--- src/rtl/srtn_pkg.sv ---
// Shared types and constants for the SRTN scheduler block.
// No dependencies; used by the channel interfaces and every RTL module.
package srtn_pkg;

  localparam int SLOTS_DEF = 16;
  localparam int ARR_W     = 16;
  localparam int BURST_W   = 16;
  localparam int TIME_W    = 20;
  localparam int ID_W      = 4;
  localparam int ALU_W     = 32;

  localparam logic [TIME_W-1:0] TIME_MAX = '1;

  // Request commands
  localparam logic CMD_LOAD = 1'b0;
  localparam logic CMD_TICK = 1'b1;

  // Load status codes
  localparam logic STATUS_OK   = 1'b0;
  localparam logic STATUS_FULL = 1'b1;

  // One slot of the job table
  typedef struct packed {
    logic [ARR_W-1:0]   arrival;
    logic [BURST_W-1:0] burst;
    logic [BURST_W-1:0] remaining;
    logic [TIME_W-1:0]  start;
  } slot_rec_t;

  // Shared subtractor operands and result
  typedef struct packed {
    logic [ALU_W-1:0] a;
    logic [ALU_W-1:0] b;
  } alu_req_t;

  typedef struct packed {
    logic [ALU_W-1:0] diff;
    logic             borrow;
  } alu_res_t;

  // One result held in the output register
  typedef struct packed {
    logic              status;
    logic [ID_W-1:0]   slot_id;
    logic              idle;
    logic              new_segment;
    logic [TIME_W-1:0] segment_start;
    logic              finished;
    logic [TIME_W-1:0] completion_time;
    logic [TIME_W-1:0] turnaround_time;
    logic [TIME_W-1:0] waiting_time;
    logic [TIME_W-1:0] response_time;
    logic              all_done;
  } result_t;

endpackage

--- src/rtl/srtn_in_if.sv ---
// Request channel of the SRTN scheduler: valid/ready plus job fields.
// Depends on srtn_pkg for field widths.
interface srtn_in_if;
  import srtn_pkg::*;

  logic               valid;
  logic               ready;
  logic               command;
  logic [ARR_W-1:0]   arrival_time;
  logic [BURST_W-1:0] burst_time;

  modport source(output valid, command, arrival_time, burst_time, input ready);
  modport sink(input valid, command, arrival_time, burst_time, output ready);
endinterface

--- src/rtl/srtn_out_if.sv ---
// Result channel of the SRTN scheduler: valid/ready plus result fields.
// Depends on srtn_pkg for field widths.
interface srtn_out_if;
  import srtn_pkg::*;

  logic              valid;
  logic              ready;
  logic              status;
  logic [ID_W-1:0]   slot_id;
  logic              idle;
  logic              new_segment;
  logic [TIME_W-1:0] segment_start;
  logic              finished;
  logic [TIME_W-1:0] completion_time;
  logic [TIME_W-1:0] turnaround_time;
  logic [TIME_W-1:0] waiting_time;
  logic [TIME_W-1:0] response_time;
  logic              all_done;

  modport source(output valid, status, slot_id, idle, new_segment, segment_start,
                 finished, completion_time, turnaround_time, waiting_time,
                 response_time, all_done, input ready);
  modport sink(input valid, status, slot_id, idle, new_segment, segment_start,
               finished, completion_time, turnaround_time, waiting_time,
               response_time, all_done, output ready);
endinterface

--- src/rtl/srtn_slot_mem.sv ---
// Job table memory: one write port, one read port with registered data.
// Depends on srtn_pkg (slot_rec_t).
module srtn_slot_mem #(
  parameter int SLOTS = srtn_pkg::SLOTS_DEF,
  localparam int IW = $clog2(SLOTS)
) (
  input  logic                clk,
  input  logic                wr_en,
  input  logic [IW-1:0]       wr_addr,
  input  srtn_pkg::slot_rec_t wr_data,
  input  logic                rd_en,
  input  logic [IW-1:0]       rd_addr,
  output srtn_pkg::slot_rec_t rd_data
);
  import srtn_pkg::*;

  slot_rec_t mem_r [SLOTS];
  slot_rec_t rd_data_r;

  // write port
  always_ff @(posedge clk) begin
    if (wr_en) begin
      mem_r[wr_addr] <= wr_data;
    end
  end

  // read port, data in the next cycle
  always_ff @(posedge clk) begin
    if (rd_en) begin
      rd_data_r <= mem_r[rd_addr];
    end
  end

  assign rd_data = rd_data_r;

endmodule

--- src/rtl/srtn_alu.sv ---
// Shared subtractor: key compare during the scan, time differences after.
// Depends on srtn_pkg (alu_req_t, alu_res_t).
module srtn_alu (
  input  srtn_pkg::alu_req_t req,
  output srtn_pkg::alu_res_t res
);
  import srtn_pkg::*;

  logic [ALU_W:0] wide;

  // borrow out means a < b
  assign wide       = {1'b0, req.a} - {1'b0, req.b};
  assign res.diff   = wide[ALU_W-1:0];
  assign res.borrow = wide[ALU_W];

endmodule

--- src/rtl/srtn_preemptive_scheduler.sv ---
// Top level of the SRTN scheduler: sequencer, slot state and result register.
// Depends on srtn_pkg, srtn_in_if, srtn_out_if, srtn_slot_mem, srtn_alu.
//
//  Channel    Dir  Handshake      Carries
//  in_chan    in   valid/ready    command, arrival_time, burst_time
//  out_chan   out  valid/ready    status, slot_id, ... all_done (one per request)
//
// A load passes LOAD and RES. A tick scans the table one slot per cycle
// through its single read port and the shared subtractor, then PICK, and
// TAT, WT, RT only when the running job completes, before RES.
// rst_n is synchronous; it clears the table's done bits, counters and time.
// in_chan.ready is high only while the sequencer is idle; a result waiting
// in the output register does not hold off the next request until the
// following result is ready to load.
module srtn_preemptive_scheduler #(
  parameter int SLOTS = srtn_pkg::SLOTS_DEF
) (
  input logic         clk,
  input logic         rst_n,
  srtn_in_if.sink     in_chan,
  srtn_out_if.source  out_chan
);
  import srtn_pkg::*;

  localparam int IW = $clog2(SLOTS);
  localparam int CW = $clog2(SLOTS + 1);
  localparam logic [CW-1:0] SLOTS_CNT = CW'(SLOTS);

  typedef enum logic [7:0] {
    ST_IDLE = 8'b0000_0001,
    ST_LOAD = 8'b0000_0010,
    ST_SCAN = 8'b0000_0100,
    ST_PICK = 8'b0000_1000,
    ST_TAT  = 8'b0001_0000,
    ST_WT   = 8'b0010_0000,
    ST_RT   = 8'b0100_0000,
    ST_RES  = 8'b1000_0000
  } state_t;

  state_t state_r, state_nxt;

  // control state
  logic [CW-1:0]     loaded_cnt_r;
  logic [CW-1:0]     fin_cnt_r;
  logic [TIME_W-1:0] cur_time_r;
  logic [SLOTS-1:0]  done_r;
  logic              last_valid_r;
  logic [IW-1:0]     last_slot_r;
  logic [CW-1:0]     scan_cnt_r;
  logic              pend_r;
  logic              found_r;
  logic              out_valid_r;

  // payload
  logic               cmd_r;
  logic [ARR_W-1:0]   arr_in_r;
  logic [BURST_W-1:0] burst_in_r;
  logic [TIME_W-1:0]  tick_time_r;
  logic [IW-1:0]      pend_idx_r;
  logic [IW-1:0]      best_idx_r;
  slot_rec_t          best_rec_r;
  logic [TIME_W-1:0]  ct_r;
  logic [TIME_W-1:0]  tat_r;
  logic [TIME_W-1:0]  wt_r;
  logic [TIME_W-1:0]  rt_r;
  logic               res_status_r;
  logic [IW-1:0]      res_slot_r;
  logic               res_idle_r;
  logic               res_newseg_r;
  logic               res_fin_r;
  result_t            out_r;

  logic               in_acc;
  logic [BURST_W-1:0] burst_fix;
  logic               table_full;
  logic               scan_rd;
  logic               scan_end;
  logic               cand_elig;
  logic               cand_take;
  logic [TIME_W-1:0]  time_inc;
  logic               first_run;
  logic [TIME_W-1:0]  start_eff;
  logic [BURST_W-1:0] rem_dec;
  logic               job_fin;
  logic               out_free;
  logic               mem_we;
  logic [IW-1:0]      mem_waddr;
  slot_rec_t          mem_wdata;
  slot_rec_t          mem_rdata;
  alu_req_t           alu_req;
  alu_res_t           alu_res;
  result_t            res_nxt;

  assign in_acc        = in_chan.valid && in_chan.ready;
  assign in_chan.ready = (state_r == ST_IDLE);
  assign burst_fix     = (in_chan.burst_time == '0) ? BURST_W'(1) : in_chan.burst_time;
  assign table_full    = (loaded_cnt_r == SLOTS_CNT);
  assign time_inc      = (cur_time_r == TIME_MAX) ? TIME_MAX : cur_time_r + TIME_W'(1);
  assign out_free      = !out_valid_r || out_chan.ready;

  // scan: issue one read per cycle, judge the slot read last cycle
  assign scan_rd   = (state_r == ST_SCAN) && (scan_cnt_r < loaded_cnt_r);
  assign scan_end  = (state_r == ST_SCAN) && !scan_rd && !pend_r;
  assign cand_elig = pend_r && !done_r[pend_idx_r] &&
                     ({{(TIME_W-ARR_W){1'b0}}, mem_rdata.arrival} <= cur_time_r);
  assign cand_take = cand_elig && (!found_r || alu_res.borrow);

  // run step for the chosen job
  assign first_run = (best_rec_r.remaining == best_rec_r.burst);
  assign start_eff = first_run ? cur_time_r : best_rec_r.start;
  assign rem_dec   = best_rec_r.remaining - BURST_W'(1);
  assign job_fin   = (rem_dec == '0);

  // table write port: loads and run updates
  always_comb begin
    mem_we    = 1'b0;
    mem_waddr = best_idx_r;
    mem_wdata = '{arrival: best_rec_r.arrival, burst: best_rec_r.burst,
                  remaining: rem_dec, start: start_eff};
    if (state_r == ST_LOAD) begin
      mem_we    = !table_full;
      mem_waddr = loaded_cnt_r[IW-1:0];
      mem_wdata = '{arrival: arr_in_r, burst: burst_in_r,
                    remaining: burst_in_r, start: '0};
    end else if (state_r == ST_PICK) begin
      mem_we = found_r;
    end
  end

  srtn_slot_mem #(.SLOTS(SLOTS)) u_mem (
    .clk     (clk),
    .wr_en   (mem_we),
    .wr_addr (mem_waddr),
    .wr_data (mem_wdata),
    .rd_en   (scan_rd),
    .rd_addr (scan_cnt_r[IW-1:0]),
    .rd_data (mem_rdata)
  );

  // shared subtractor operand select
  always_comb begin
    unique case (state_r)
      ST_TAT: begin
        alu_req.a = ALU_W'(ct_r);
        alu_req.b = ALU_W'(best_rec_r.arrival);
      end
      ST_WT: begin
        alu_req.a = ALU_W'(tat_r);
        alu_req.b = ALU_W'(best_rec_r.burst);
      end
      ST_RT: begin
        alu_req.a = ALU_W'(best_rec_r.start);
        alu_req.b = ALU_W'(best_rec_r.arrival);
      end
      default: begin
        // key order: remaining time, then arrival
        alu_req.a = ALU_W'({mem_rdata.remaining, mem_rdata.arrival});
        alu_req.b = ALU_W'({best_rec_r.remaining, best_rec_r.arrival});
      end
    endcase
  end

  srtn_alu u_alu (
    .req (alu_req),
    .res (alu_res)
  );

  // sequencer
  always_comb begin
    state_nxt = state_r;
    unique case (state_r)
      ST_IDLE: if (in_acc) begin
        state_nxt = (in_chan.command == CMD_TICK) ? ST_SCAN : ST_LOAD;
      end
      ST_LOAD: state_nxt = ST_RES;
      ST_SCAN: if (scan_end) begin
        state_nxt = ST_PICK;
      end
      ST_PICK: state_nxt = (found_r && job_fin) ? ST_TAT : ST_RES;
      ST_TAT:  state_nxt = ST_WT;
      ST_WT:   state_nxt = ST_RT;
      ST_RT:   state_nxt = ST_RES;
      ST_RES: if (out_free) begin
        state_nxt = ST_IDLE;
      end
      default: state_nxt = ST_IDLE;
    endcase
  end

  // control registers
  always_ff @(posedge clk) begin
    if (!rst_n) begin
      state_r      <= ST_IDLE;
      loaded_cnt_r <= '0;
      fin_cnt_r    <= '0;
      cur_time_r   <= '0;
      done_r       <= '0;
      last_valid_r <= 1'b0;
      last_slot_r  <= '0;
      scan_cnt_r   <= '0;
      pend_r       <= 1'b0;
      found_r      <= 1'b0;
      out_valid_r  <= 1'b0;
    end else begin
      state_r <= state_nxt;
      if (in_acc) begin
        scan_cnt_r <= '0;
        pend_r     <= 1'b0;
        found_r    <= 1'b0;
      end
      if (state_r == ST_LOAD && !table_full) begin
        done_r[loaded_cnt_r[IW-1:0]] <= 1'b0;
        loaded_cnt_r                 <= loaded_cnt_r + CW'(1);
      end
      if (state_r == ST_SCAN) begin
        pend_r <= scan_rd;
        if (scan_rd) begin
          scan_cnt_r <= scan_cnt_r + CW'(1);
        end
        if (cand_take) begin
          found_r <= 1'b1;
        end
      end
      if (state_r == ST_PICK) begin
        cur_time_r <= time_inc;
        if (found_r) begin
          last_valid_r <= 1'b1;
          last_slot_r  <= best_idx_r;
          if (job_fin) begin
            done_r[best_idx_r] <= 1'b1;
            fin_cnt_r          <= fin_cnt_r + CW'(1);
          end
        end
      end
      if (state_r == ST_RES && out_free) begin
        out_valid_r <= 1'b1;
      end else if (out_chan.ready) begin
        out_valid_r <= 1'b0;
      end
    end
  end

  // payload registers
  always_ff @(posedge clk) begin
    if (in_acc) begin
      cmd_r        <= in_chan.command;
      arr_in_r     <= in_chan.arrival_time;
      burst_in_r   <= burst_fix;
      tick_time_r  <= cur_time_r;
      res_status_r <= STATUS_OK;
      res_slot_r   <= '0;
      res_idle_r   <= 1'b0;
      res_newseg_r <= 1'b0;
      res_fin_r    <= 1'b0;
    end
    if (state_r == ST_LOAD) begin
      res_status_r <= table_full ? STATUS_FULL : STATUS_OK;
      res_slot_r   <= table_full ? '0 : loaded_cnt_r[IW-1:0];
    end
    if (state_r == ST_SCAN) begin
      pend_idx_r <= scan_cnt_r[IW-1:0];
      if (cand_take) begin
        best_idx_r <= pend_idx_r;
        best_rec_r <= mem_rdata;
      end
    end
    if (state_r == ST_PICK) begin
      res_idle_r       <= !found_r;
      ct_r             <= time_inc;
      best_rec_r.start <= start_eff;
      if (found_r) begin
        res_slot_r   <= best_idx_r;
        res_newseg_r <= !last_valid_r || (last_slot_r != best_idx_r);
        res_fin_r    <= job_fin;
      end
    end
    if (state_r == ST_TAT) begin
      tat_r <= alu_res.diff[TIME_W-1:0];
    end
    if (state_r == ST_WT) begin
      wt_r <= alu_res.borrow ? '0 : alu_res.diff[TIME_W-1:0];
    end
    if (state_r == ST_RT) begin
      rt_r <= alu_res.diff[TIME_W-1:0];
    end
    if (state_r == ST_RES && out_free) begin
      out_r <= res_nxt;
    end
  end

  // assemble the result
  always_comb begin
    res_nxt.status          = res_status_r;
    res_nxt.slot_id         = ID_W'(res_slot_r);
    res_nxt.idle            = res_idle_r;
    res_nxt.new_segment     = res_newseg_r;
    res_nxt.segment_start   = (cmd_r == CMD_TICK) ? tick_time_r : '0;
    res_nxt.finished        = res_fin_r;
    res_nxt.completion_time = res_fin_r ? ct_r : '0;
    res_nxt.turnaround_time = res_fin_r ? tat_r : '0;
    res_nxt.waiting_time    = res_fin_r ? wt_r : '0;
    res_nxt.response_time   = res_fin_r ? rt_r : '0;
    res_nxt.all_done        = (fin_cnt_r == loaded_cnt_r);
  end

  assign out_chan.valid           = out_valid_r;
  assign out_chan.status          = out_r.status;
  assign out_chan.slot_id         = out_r.slot_id;
  assign out_chan.idle            = out_r.idle;
  assign out_chan.new_segment     = out_r.new_segment;
  assign out_chan.segment_start   = out_r.segment_start;
  assign out_chan.finished        = out_r.finished;
  assign out_chan.completion_time = out_r.completion_time;
  assign out_chan.turnaround_time = out_r.turnaround_time;
  assign out_chan.waiting_time    = out_r.waiting_time;
  assign out_chan.response_time   = out_r.response_time;
  assign out_chan.all_done        = out_r.all_done;

  // checks
  a_fin_le_loaded: assert property (@(posedge clk) disable iff (!rst_n)
    fin_cnt_r <= loaded_cnt_r)
    else $error("finished count exceeds loaded count");

  a_loaded_le_slots: assert property (@(posedge clk) disable iff (!rst_n)
    loaded_cnt_r <= SLOTS_CNT)
    else $error("loaded count exceeds table size");

  a_pick_ready_job: assert property (@(posedge clk) disable iff (!rst_n)
    (state_r == ST_PICK) && found_r |->
      !done_r[best_idx_r] &&
      ({{(TIME_W-ARR_W){1'b0}}, best_rec_r.arrival} <= cur_time_r))
    else $error("chosen job is finished or not yet arrived");

  a_tick_scans: assert property (@(posedge clk) disable iff (!rst_n)
    in_acc && (in_chan.command == CMD_TICK) |=> (state_r == ST_SCAN))
    else $error("tick request did not start a scan");

endmodule
--- src/flat_wrapper.sv ---
// flat-port wrapper written by rule: the top's interface ports become plain ports
module srtn_preemptive_scheduler_flat import srtn_pkg::*;
#(
  parameter int SLOTS = srtn_pkg::SLOTS_DEF
)
  (clk, rst_n, in_chan_valid, in_chan_command, in_chan_arrival_time, in_chan_burst_time, in_chan_ready, out_chan_valid, out_chan_status, out_chan_slot_id, out_chan_idle, out_chan_new_segment, out_chan_segment_start, out_chan_finished, out_chan_completion_time, out_chan_turnaround_time, out_chan_waiting_time, out_chan_response_time, out_chan_all_done, out_chan_ready);
  srtn_in_if in_chan_i ();
  srtn_out_if out_chan_i ();
  input logic clk;
  input logic rst_n;
  input wire logic [$bits(in_chan_i.valid)-1:0] in_chan_valid;
  input wire logic [$bits(in_chan_i.command)-1:0] in_chan_command;
  input wire logic [$bits(in_chan_i.arrival_time)-1:0] in_chan_arrival_time;
  input wire logic [$bits(in_chan_i.burst_time)-1:0] in_chan_burst_time;
  output wire logic [$bits(in_chan_i.ready)-1:0] in_chan_ready;
  output wire logic [$bits(out_chan_i.valid)-1:0] out_chan_valid;
  output wire logic [$bits(out_chan_i.status)-1:0] out_chan_status;
  output wire logic [$bits(out_chan_i.slot_id)-1:0] out_chan_slot_id;
  output wire logic [$bits(out_chan_i.idle)-1:0] out_chan_idle;
  output wire logic [$bits(out_chan_i.new_segment)-1:0] out_chan_new_segment;
  output wire logic [$bits(out_chan_i.segment_start)-1:0] out_chan_segment_start;
  output wire logic [$bits(out_chan_i.finished)-1:0] out_chan_finished;
  output wire logic [$bits(out_chan_i.completion_time)-1:0] out_chan_completion_time;
  output wire logic [$bits(out_chan_i.turnaround_time)-1:0] out_chan_turnaround_time;
  output wire logic [$bits(out_chan_i.waiting_time)-1:0] out_chan_waiting_time;
  output wire logic [$bits(out_chan_i.response_time)-1:0] out_chan_response_time;
  output wire logic [$bits(out_chan_i.all_done)-1:0] out_chan_all_done;
  input wire logic [$bits(out_chan_i.ready)-1:0] out_chan_ready;
  assign in_chan_i.valid = in_chan_valid;
  assign in_chan_i.command = in_chan_command;
  assign in_chan_i.arrival_time = in_chan_arrival_time;
  assign in_chan_i.burst_time = in_chan_burst_time;
  assign in_chan_ready = in_chan_i.ready;
  assign out_chan_valid = out_chan_i.valid;
  assign out_chan_status = out_chan_i.status;
  assign out_chan_slot_id = out_chan_i.slot_id;
  assign out_chan_idle = out_chan_i.idle;
  assign out_chan_new_segment = out_chan_i.new_segment;
  assign out_chan_segment_start = out_chan_i.segment_start;
  assign out_chan_finished = out_chan_i.finished;
  assign out_chan_completion_time = out_chan_i.completion_time;
  assign out_chan_turnaround_time = out_chan_i.turnaround_time;
  assign out_chan_waiting_time = out_chan_i.waiting_time;
  assign out_chan_response_time = out_chan_i.response_time;
  assign out_chan_all_done = out_chan_i.all_done;
  assign out_chan_i.ready = out_chan_ready;
  srtn_preemptive_scheduler #(.SLOTS(SLOTS)) u_core (.clk(clk), .rst_n(rst_n), .in_chan(in_chan_i), .out_chan(out_chan_i));
endmodule
--- config.mk ---
export PLATFORM = sky130hd
export DESIGN_NAME = srtn_preemptive_scheduler_flat
export DESIGN_NICKNAME = d
export VERILOG_FILES = /design/src/rtl/srtn_pkg.sv /design/src/rtl/srtn_in_if.sv /design/src/rtl/srtn_out_if.sv /design/src/rtl/srtn_slot_mem.sv /design/src/rtl/srtn_alu.sv /design/src/rtl/srtn_preemptive_scheduler.sv /design/src/flat_wrapper.sv
export SDC_FILE = /design/constraint.sdc
export NUM_CORES = 2
export LEC_CHECK = 0
export BUFFER_PORTS_ARGS = -buffer_cell sky130_fd_sc_hd__clkbuf_2
export CORE_MARGIN = 8
export CORE_UTILIZATION = 25
export CTS_BUF_LIST = sky130_fd_sc_hd__clkbuf_4
export DETAILED_ROUTE_END_ITERATION = 8
export GPL_TIMING_DRIVEN = 0
export PLACE_DENSITY = 0.37
export SYNTH_ARGS = -nofsm -noshare
export SYNTH_HDL_FRONTEND = slang
export SYNTH_HIERARCHICAL = 1
export SYNTH_SLANG_ARGS = --single-unit
export TNS_END_PERCENT = 10
--- constraint.sdc ---
create_clock -name clk -period 18.3 [get_ports clk]
set_input_delay 2.745 -clock clk [delete_from_list [all_inputs] [get_ports clk]]
set_output_delay 2.745 -clock clk [all_outputs]
set_load 0.005 [all_outputs]
# After elaboration in Yosys (flattened, before gate mapping)

Memories as Yosys holds them, arrays and structs flattened. A register that Yosys moved wholly into a read port is not among the register bits.
Cells that the tools add are included.

Bits in registers: 393
Bits of input ports: 37
Memories kept: 1
Output and inout bits: 111
Logic and storage cells: 163
RAM bits: 1088

Bitwise logic cells: 3
Reduce and logical (&&, ||, !) cells: 36
$lt $le $gt $ge: 7
Eq/ne operators: 16
Add/subtract/negate cells: 6
Muxes and demuxes: 53

Memory list:

| memory             | words | width | read ports | clocked after memory_dff | wr ports | RTL line            | text |
|---|---|---|---|---|---|---|---|
| u_core.u_mem.mem_r | 16    | 68    | 1          | 1                        | 1        | srtn_slot_mem.sv:17 | `slot_rec_t mem_r [SLOTS];` |

Operators with widths:

| operator                                                                      | number |
|---|---|
| 64-bit one-hot mux with 3 select lines                                        | 1 |
| 20-bit two-way mux                                                            | 5 |
| 16-bit two-way mux                                                            | 5 |
| 68-bit two-way mux                                                            | 1 |
| 8-bit one-hot mux with 7 select lines                                         | 1 |
| 32-bit by 32-bit subtractor with 33-bit output                                | 1 |
| 16-bit zero test                                                              | 2 |
| 8-bit two-way mux                                                             | 4 |
| 4-bit two-way mux                                                             | 6 |
| 1-bit two-way mux                                                             | 23 |
| 20-bit by 1-bit adder with 20-bit output (second input constant)              | 1 |
| 20-bit == test (second input constant)                                        | 1 |
| 16-bit by 20-bit less-or-equal comparator with 1-bit output                   | 1 |
| 16-bit AND                                                                    | 1 |
| 16-bit == test                                                                | 1 |
| 16-bit inverter                                                               | 1 |
| 16-bit OR                                                                     | 1 |
| 16-bit by 1-bit subtractor with 16-bit output (second input constant)         | 1 |
| 5-bit by 1-bit adder with 5-bit output (second input constant)                | 3 |
| 4-bit by 5-bit less-than comparator with 1-bit output (second input constant) | 3 |
| 5-bit two-way mux                                                             | 3 |
| 1-bit logical AND                                                             | 12 |
| 2-bit nonzero test                                                            | 6 |
| 1-bit demux with 4-bit select                                                 | 2 |
| 22 further kinds                                                              | 35 |

# Logic depth before layout (Yosys ltp)

Depth in word-level cells: 12
Gate-level depth with buffers: 22
Gate-level depth less buffers: 20

# By module

The synthesis kept the hierarchy.

Modules (own cells, without submodules):

| module                    | times used | area an instance (sq um) | sequential area each (sq um) | cells each |
|---|---|---|---|---|
| srtn_slot_mem             | 1          | 42660.9                  | 34713.3                      | 1750 |
| srtn_preemptive_scheduler | 1          | 17230.3                  | 11070.6                      | 1447 |
| srtn_alu                  | 1          | 1714.1                   | 0.0                          | 239 |

# Least setup slack after synthesis

Ideal clock, no wire load.

Path kind: input port to flip-flop
Start point: input out_chan_ready
End point: register u_core.out_r, in the netlist u_core/out_chan.all_done (enable)
Setup time: 591 ps
Buffers on the path: 0
Cell stages on the path: 2
Required time: 17709 ps
Arrival: 7688 ps
Path slack: 10021 ps
Path through: nand2b_1 nor2b_1

Cells in the longest elaborated chain, start to end: 2

RTL lines:

| what                   | RTL line                         | text |
|---|---|---|
| start: declaration     | flat_wrapper.sv:28               | `input wire logic [$bits(out_chan_i.ready)-1:0] out_chan_ready;` |
| 1-bit logical OR       | srtn_preemptive_scheduler.sv:99  | `assign out_free = !out_valid_r \|\| out_chan.ready;` |
| 1-bit logical AND      | srtn_preemptive_scheduler.sv:286 | `if (state_r == ST_RES && out_free) begin` |
| end signal: assignment | srtn_preemptive_scheduler.sv:287 | `out_r <= res_nxt;` |
| end: declaration       | srtn_preemptive_scheduler.sv:71  | `result_t out_r;` |

Every way passes these cells.
A chain may end at the register's enable or synchronous reset.

==> run summary <==
status: finished, final reports clean
slowest stage cell on the critical path: buf_1
share of layout cells above drive strength 1: 29.9%
most frequent cells in the layout: edfxtp_1 (1476), clkbuf_4 (622), nand2_1 (300), mux4_2 (277), clkbuf_2 (151)
Overflow after GRT: 0
Pwr Density: 96.1 nW/um^2
CP max FO: 20
via count: 34100
Arr. time, crit path: 10.01 ns
dpl hpwl: 136 mm
final net count: 4166
relative slew slack: 18.8%
Tcrit/Tclk final: 50.0%
TritonCTS Sinks: 1549
setup_tns: 0 ns
die height: 511 um
DIE WIDTH: 511 um
max-cap violations: 0
first-pass GRT wire length: 275 mm
post-route insts no fill: 7590
initial DRC count: 2491
Max VDD drop: 0.0000519 V
Fin Clk Skew: 0.137 ns
CP Launch Type: flop
TritonCTS clock tree: built
Hold WC Path Type: flop to flop
hold_buf cts: 0
synthesized area per cell: 18.1 um^2
clk_lat worst skew: 1.35 ns
starting density of the core: 25.2%
PortBufs: 146
H-Tree Depth: 5
Critical Path RT: 19.15 ns
Hold WS: 0.408 ns
Placed Cells: 6839
vias in the first global route: 36000
I/O pin count: 148
CTS buffer count: 427
Max Fclk: 109 MHz
critical path endpoint category: flop
Final ANT Viol Nets: 0
drt pass-1 iters: 5
initial antenna violation count: 12
Final Setup Violations: 0
overall global routing resource usage: 14.6%
Critical Setup Path Class: flop to flop
WL final: 196 mm
Slew @ Worst Pin: 1.21 ns
CTS resizes: 0
max incr delay on CP: 0.82 ns
largest net degree at the start of global routing: 47
# rows: 181
Root Buffer: clkbuf_4
Wirelength per Cell: 25.9 um
YS warnings: 6
final worst path period need: 9.15 ns
cells after synthesis: 3382
DIE AREA: 261000 um^2
Leakage: 24.2 nW
Area growth, synth to finish: 19.4%
area of the core: 243000 um^2
gpl congestion: 0.788
CTS Buffer Depth: 4
Clock transition at path regs: 0.07 ns
Final Hold Viols: 0
Filler cells: 24200
# DRC: 0
CP Cell Sequence: nor4_1 > nand2_1 > nor3b_1 > clkbuf_1 > buf_1 > mux2_2 > inv_1 > ha_1 > a2111o_1 > o22ai_4 > o22ai_2 > a31o_4 > a221oi_2 > o21ai_2 > a31oi_2 > o21ai_0 > nor3_1 > o221a_4 > or2_2
Synth Net Count: 3481
RSZ-0062 raised after global routing: no
commonest non-fill, non-tap cell in the layout: edfxtp_1
Netlist Area Pre-Place: 61200 um^2
post-DR vias/cell: 4.49
fin. max-slew vios: 0
post-CTS setup buffer count: 0
[metal layers]
| metal | share of wire (%) | GRT usage [%] | vias up | routed length, um |
|---|---|---|---|---|
| li1 | - | - | 15100 | - |
| met1 | 43 | 18.8 | 17600 | 84900 |
| met2 | 48 | 24.2 | 1103 | 94800 |
| met3 | 5.4 | 3.28 | 323 | 10600 |
| met4 | 3.1 | 5.51 | 0 | 6030 |
| met5 | 0 | 0 | - | 0 |
[metrics by stage]
step / instance area, um^2 / utilization, % / power (mW) / setup WS [ns]
CTS: 73100 / 30.0 / 7.18 / 8.98
finish: 73100 / 30.0 / 7.03 / 9.15
global placement: 66000 / 27.1 / 4.07 / 1.02
global route: 73100 / 30.0 / 7.35 / 8.79
floorplan: 61200 / - / 4.01 / 10.02
detailed placement: 67900 / 27.9 / 4.08 / 9.09
[report_power, final]
| group | switching, mW | internal [mW] |
|---|---|---|
| sequential | 0.0126 | 3.88 |
| combinational | 0.0827 | 0.0239 |
| clock | 1.45 | 1.57 |
[worst max-delay path, delay by kind of cell, from the launching register on]
family                     cells  cell delay [ns]
and+or+nand+nor                5             2.80
buffers and inverters          3             1.67
DFF                            1             0.33
adders and majority gates      1             0.32
AOI/OAI and AO/OA              9             3.10
muxes                          1             0.43
[sequential cells by signal (all words and copies together) (netlist names), 5 cells and up]
| register | cells |
|---|---|
| u_core/tat_r | 20 |
| u_core/best_rec_r | 68 |
| u_core/arr_in_r | 16 |
| u_core/scan_cnt_r | 5 |
| u_core/state_r | 8 |
| u_core/out_chan.completion_time | 20 |
| u_core/burst_in_r | 16 |
| u_core/u_mem/mem_r | 1088 |
| u_core/out_chan.turnaround_time | 20 |
| u_core/loaded_cnt_r | 5 |
| u_core/fin_cnt_r | 5 |
| u_core/out_chan.segment_start | 20 |
| u_core/tick_time_r | 20 |
| u_core/done_r | 16 |
| u_core/cur_time_r | 20 |
| u_core/ct_r | 20 |
| u_core/wt_r | 20 |
| u_core/rt_r | 20 |
| u_core/out_chan.response_time | 20 |
| u_core/out_chan.waiting_time | 20 |
| u_core/u_mem/rd_data | 68 |
[layout make-up]
type	count	area, um^2	area share [%]
sequential	1549	45800	62.6
multi-input combinational	1570	14500	19.8
clock buffer	620	4650	6.37
tap	3202	4010	5.48
timing repair buffer	256	2460	3.37
buffer	190	871	1.19
clock inverter	124	556	0.760
inverter	73	277	0.378
antenna	6	15.0	0.0205
[worst paths after layout]
| path | start | slack [ns] | cells after the start | end |
|---|---|---|---|---|
| max | u_core/state_r[6] | 9.15 | 19 | u_core/best_rec_r[1] |
| min | u_core/u_mem/rd_data[38] | 0.41 | 0 | u_core/best_rec_r[38] |
| max reg2reg | u_core/state_r[6] | 9.15 | 19 | u_core/best_rec_r[1] |
| min reg2reg | u_core/u_mem/rd_data[38] | 0.41 | 0 | u_core/best_rec_r[38] |
Power figures use the tool's default switching activity.
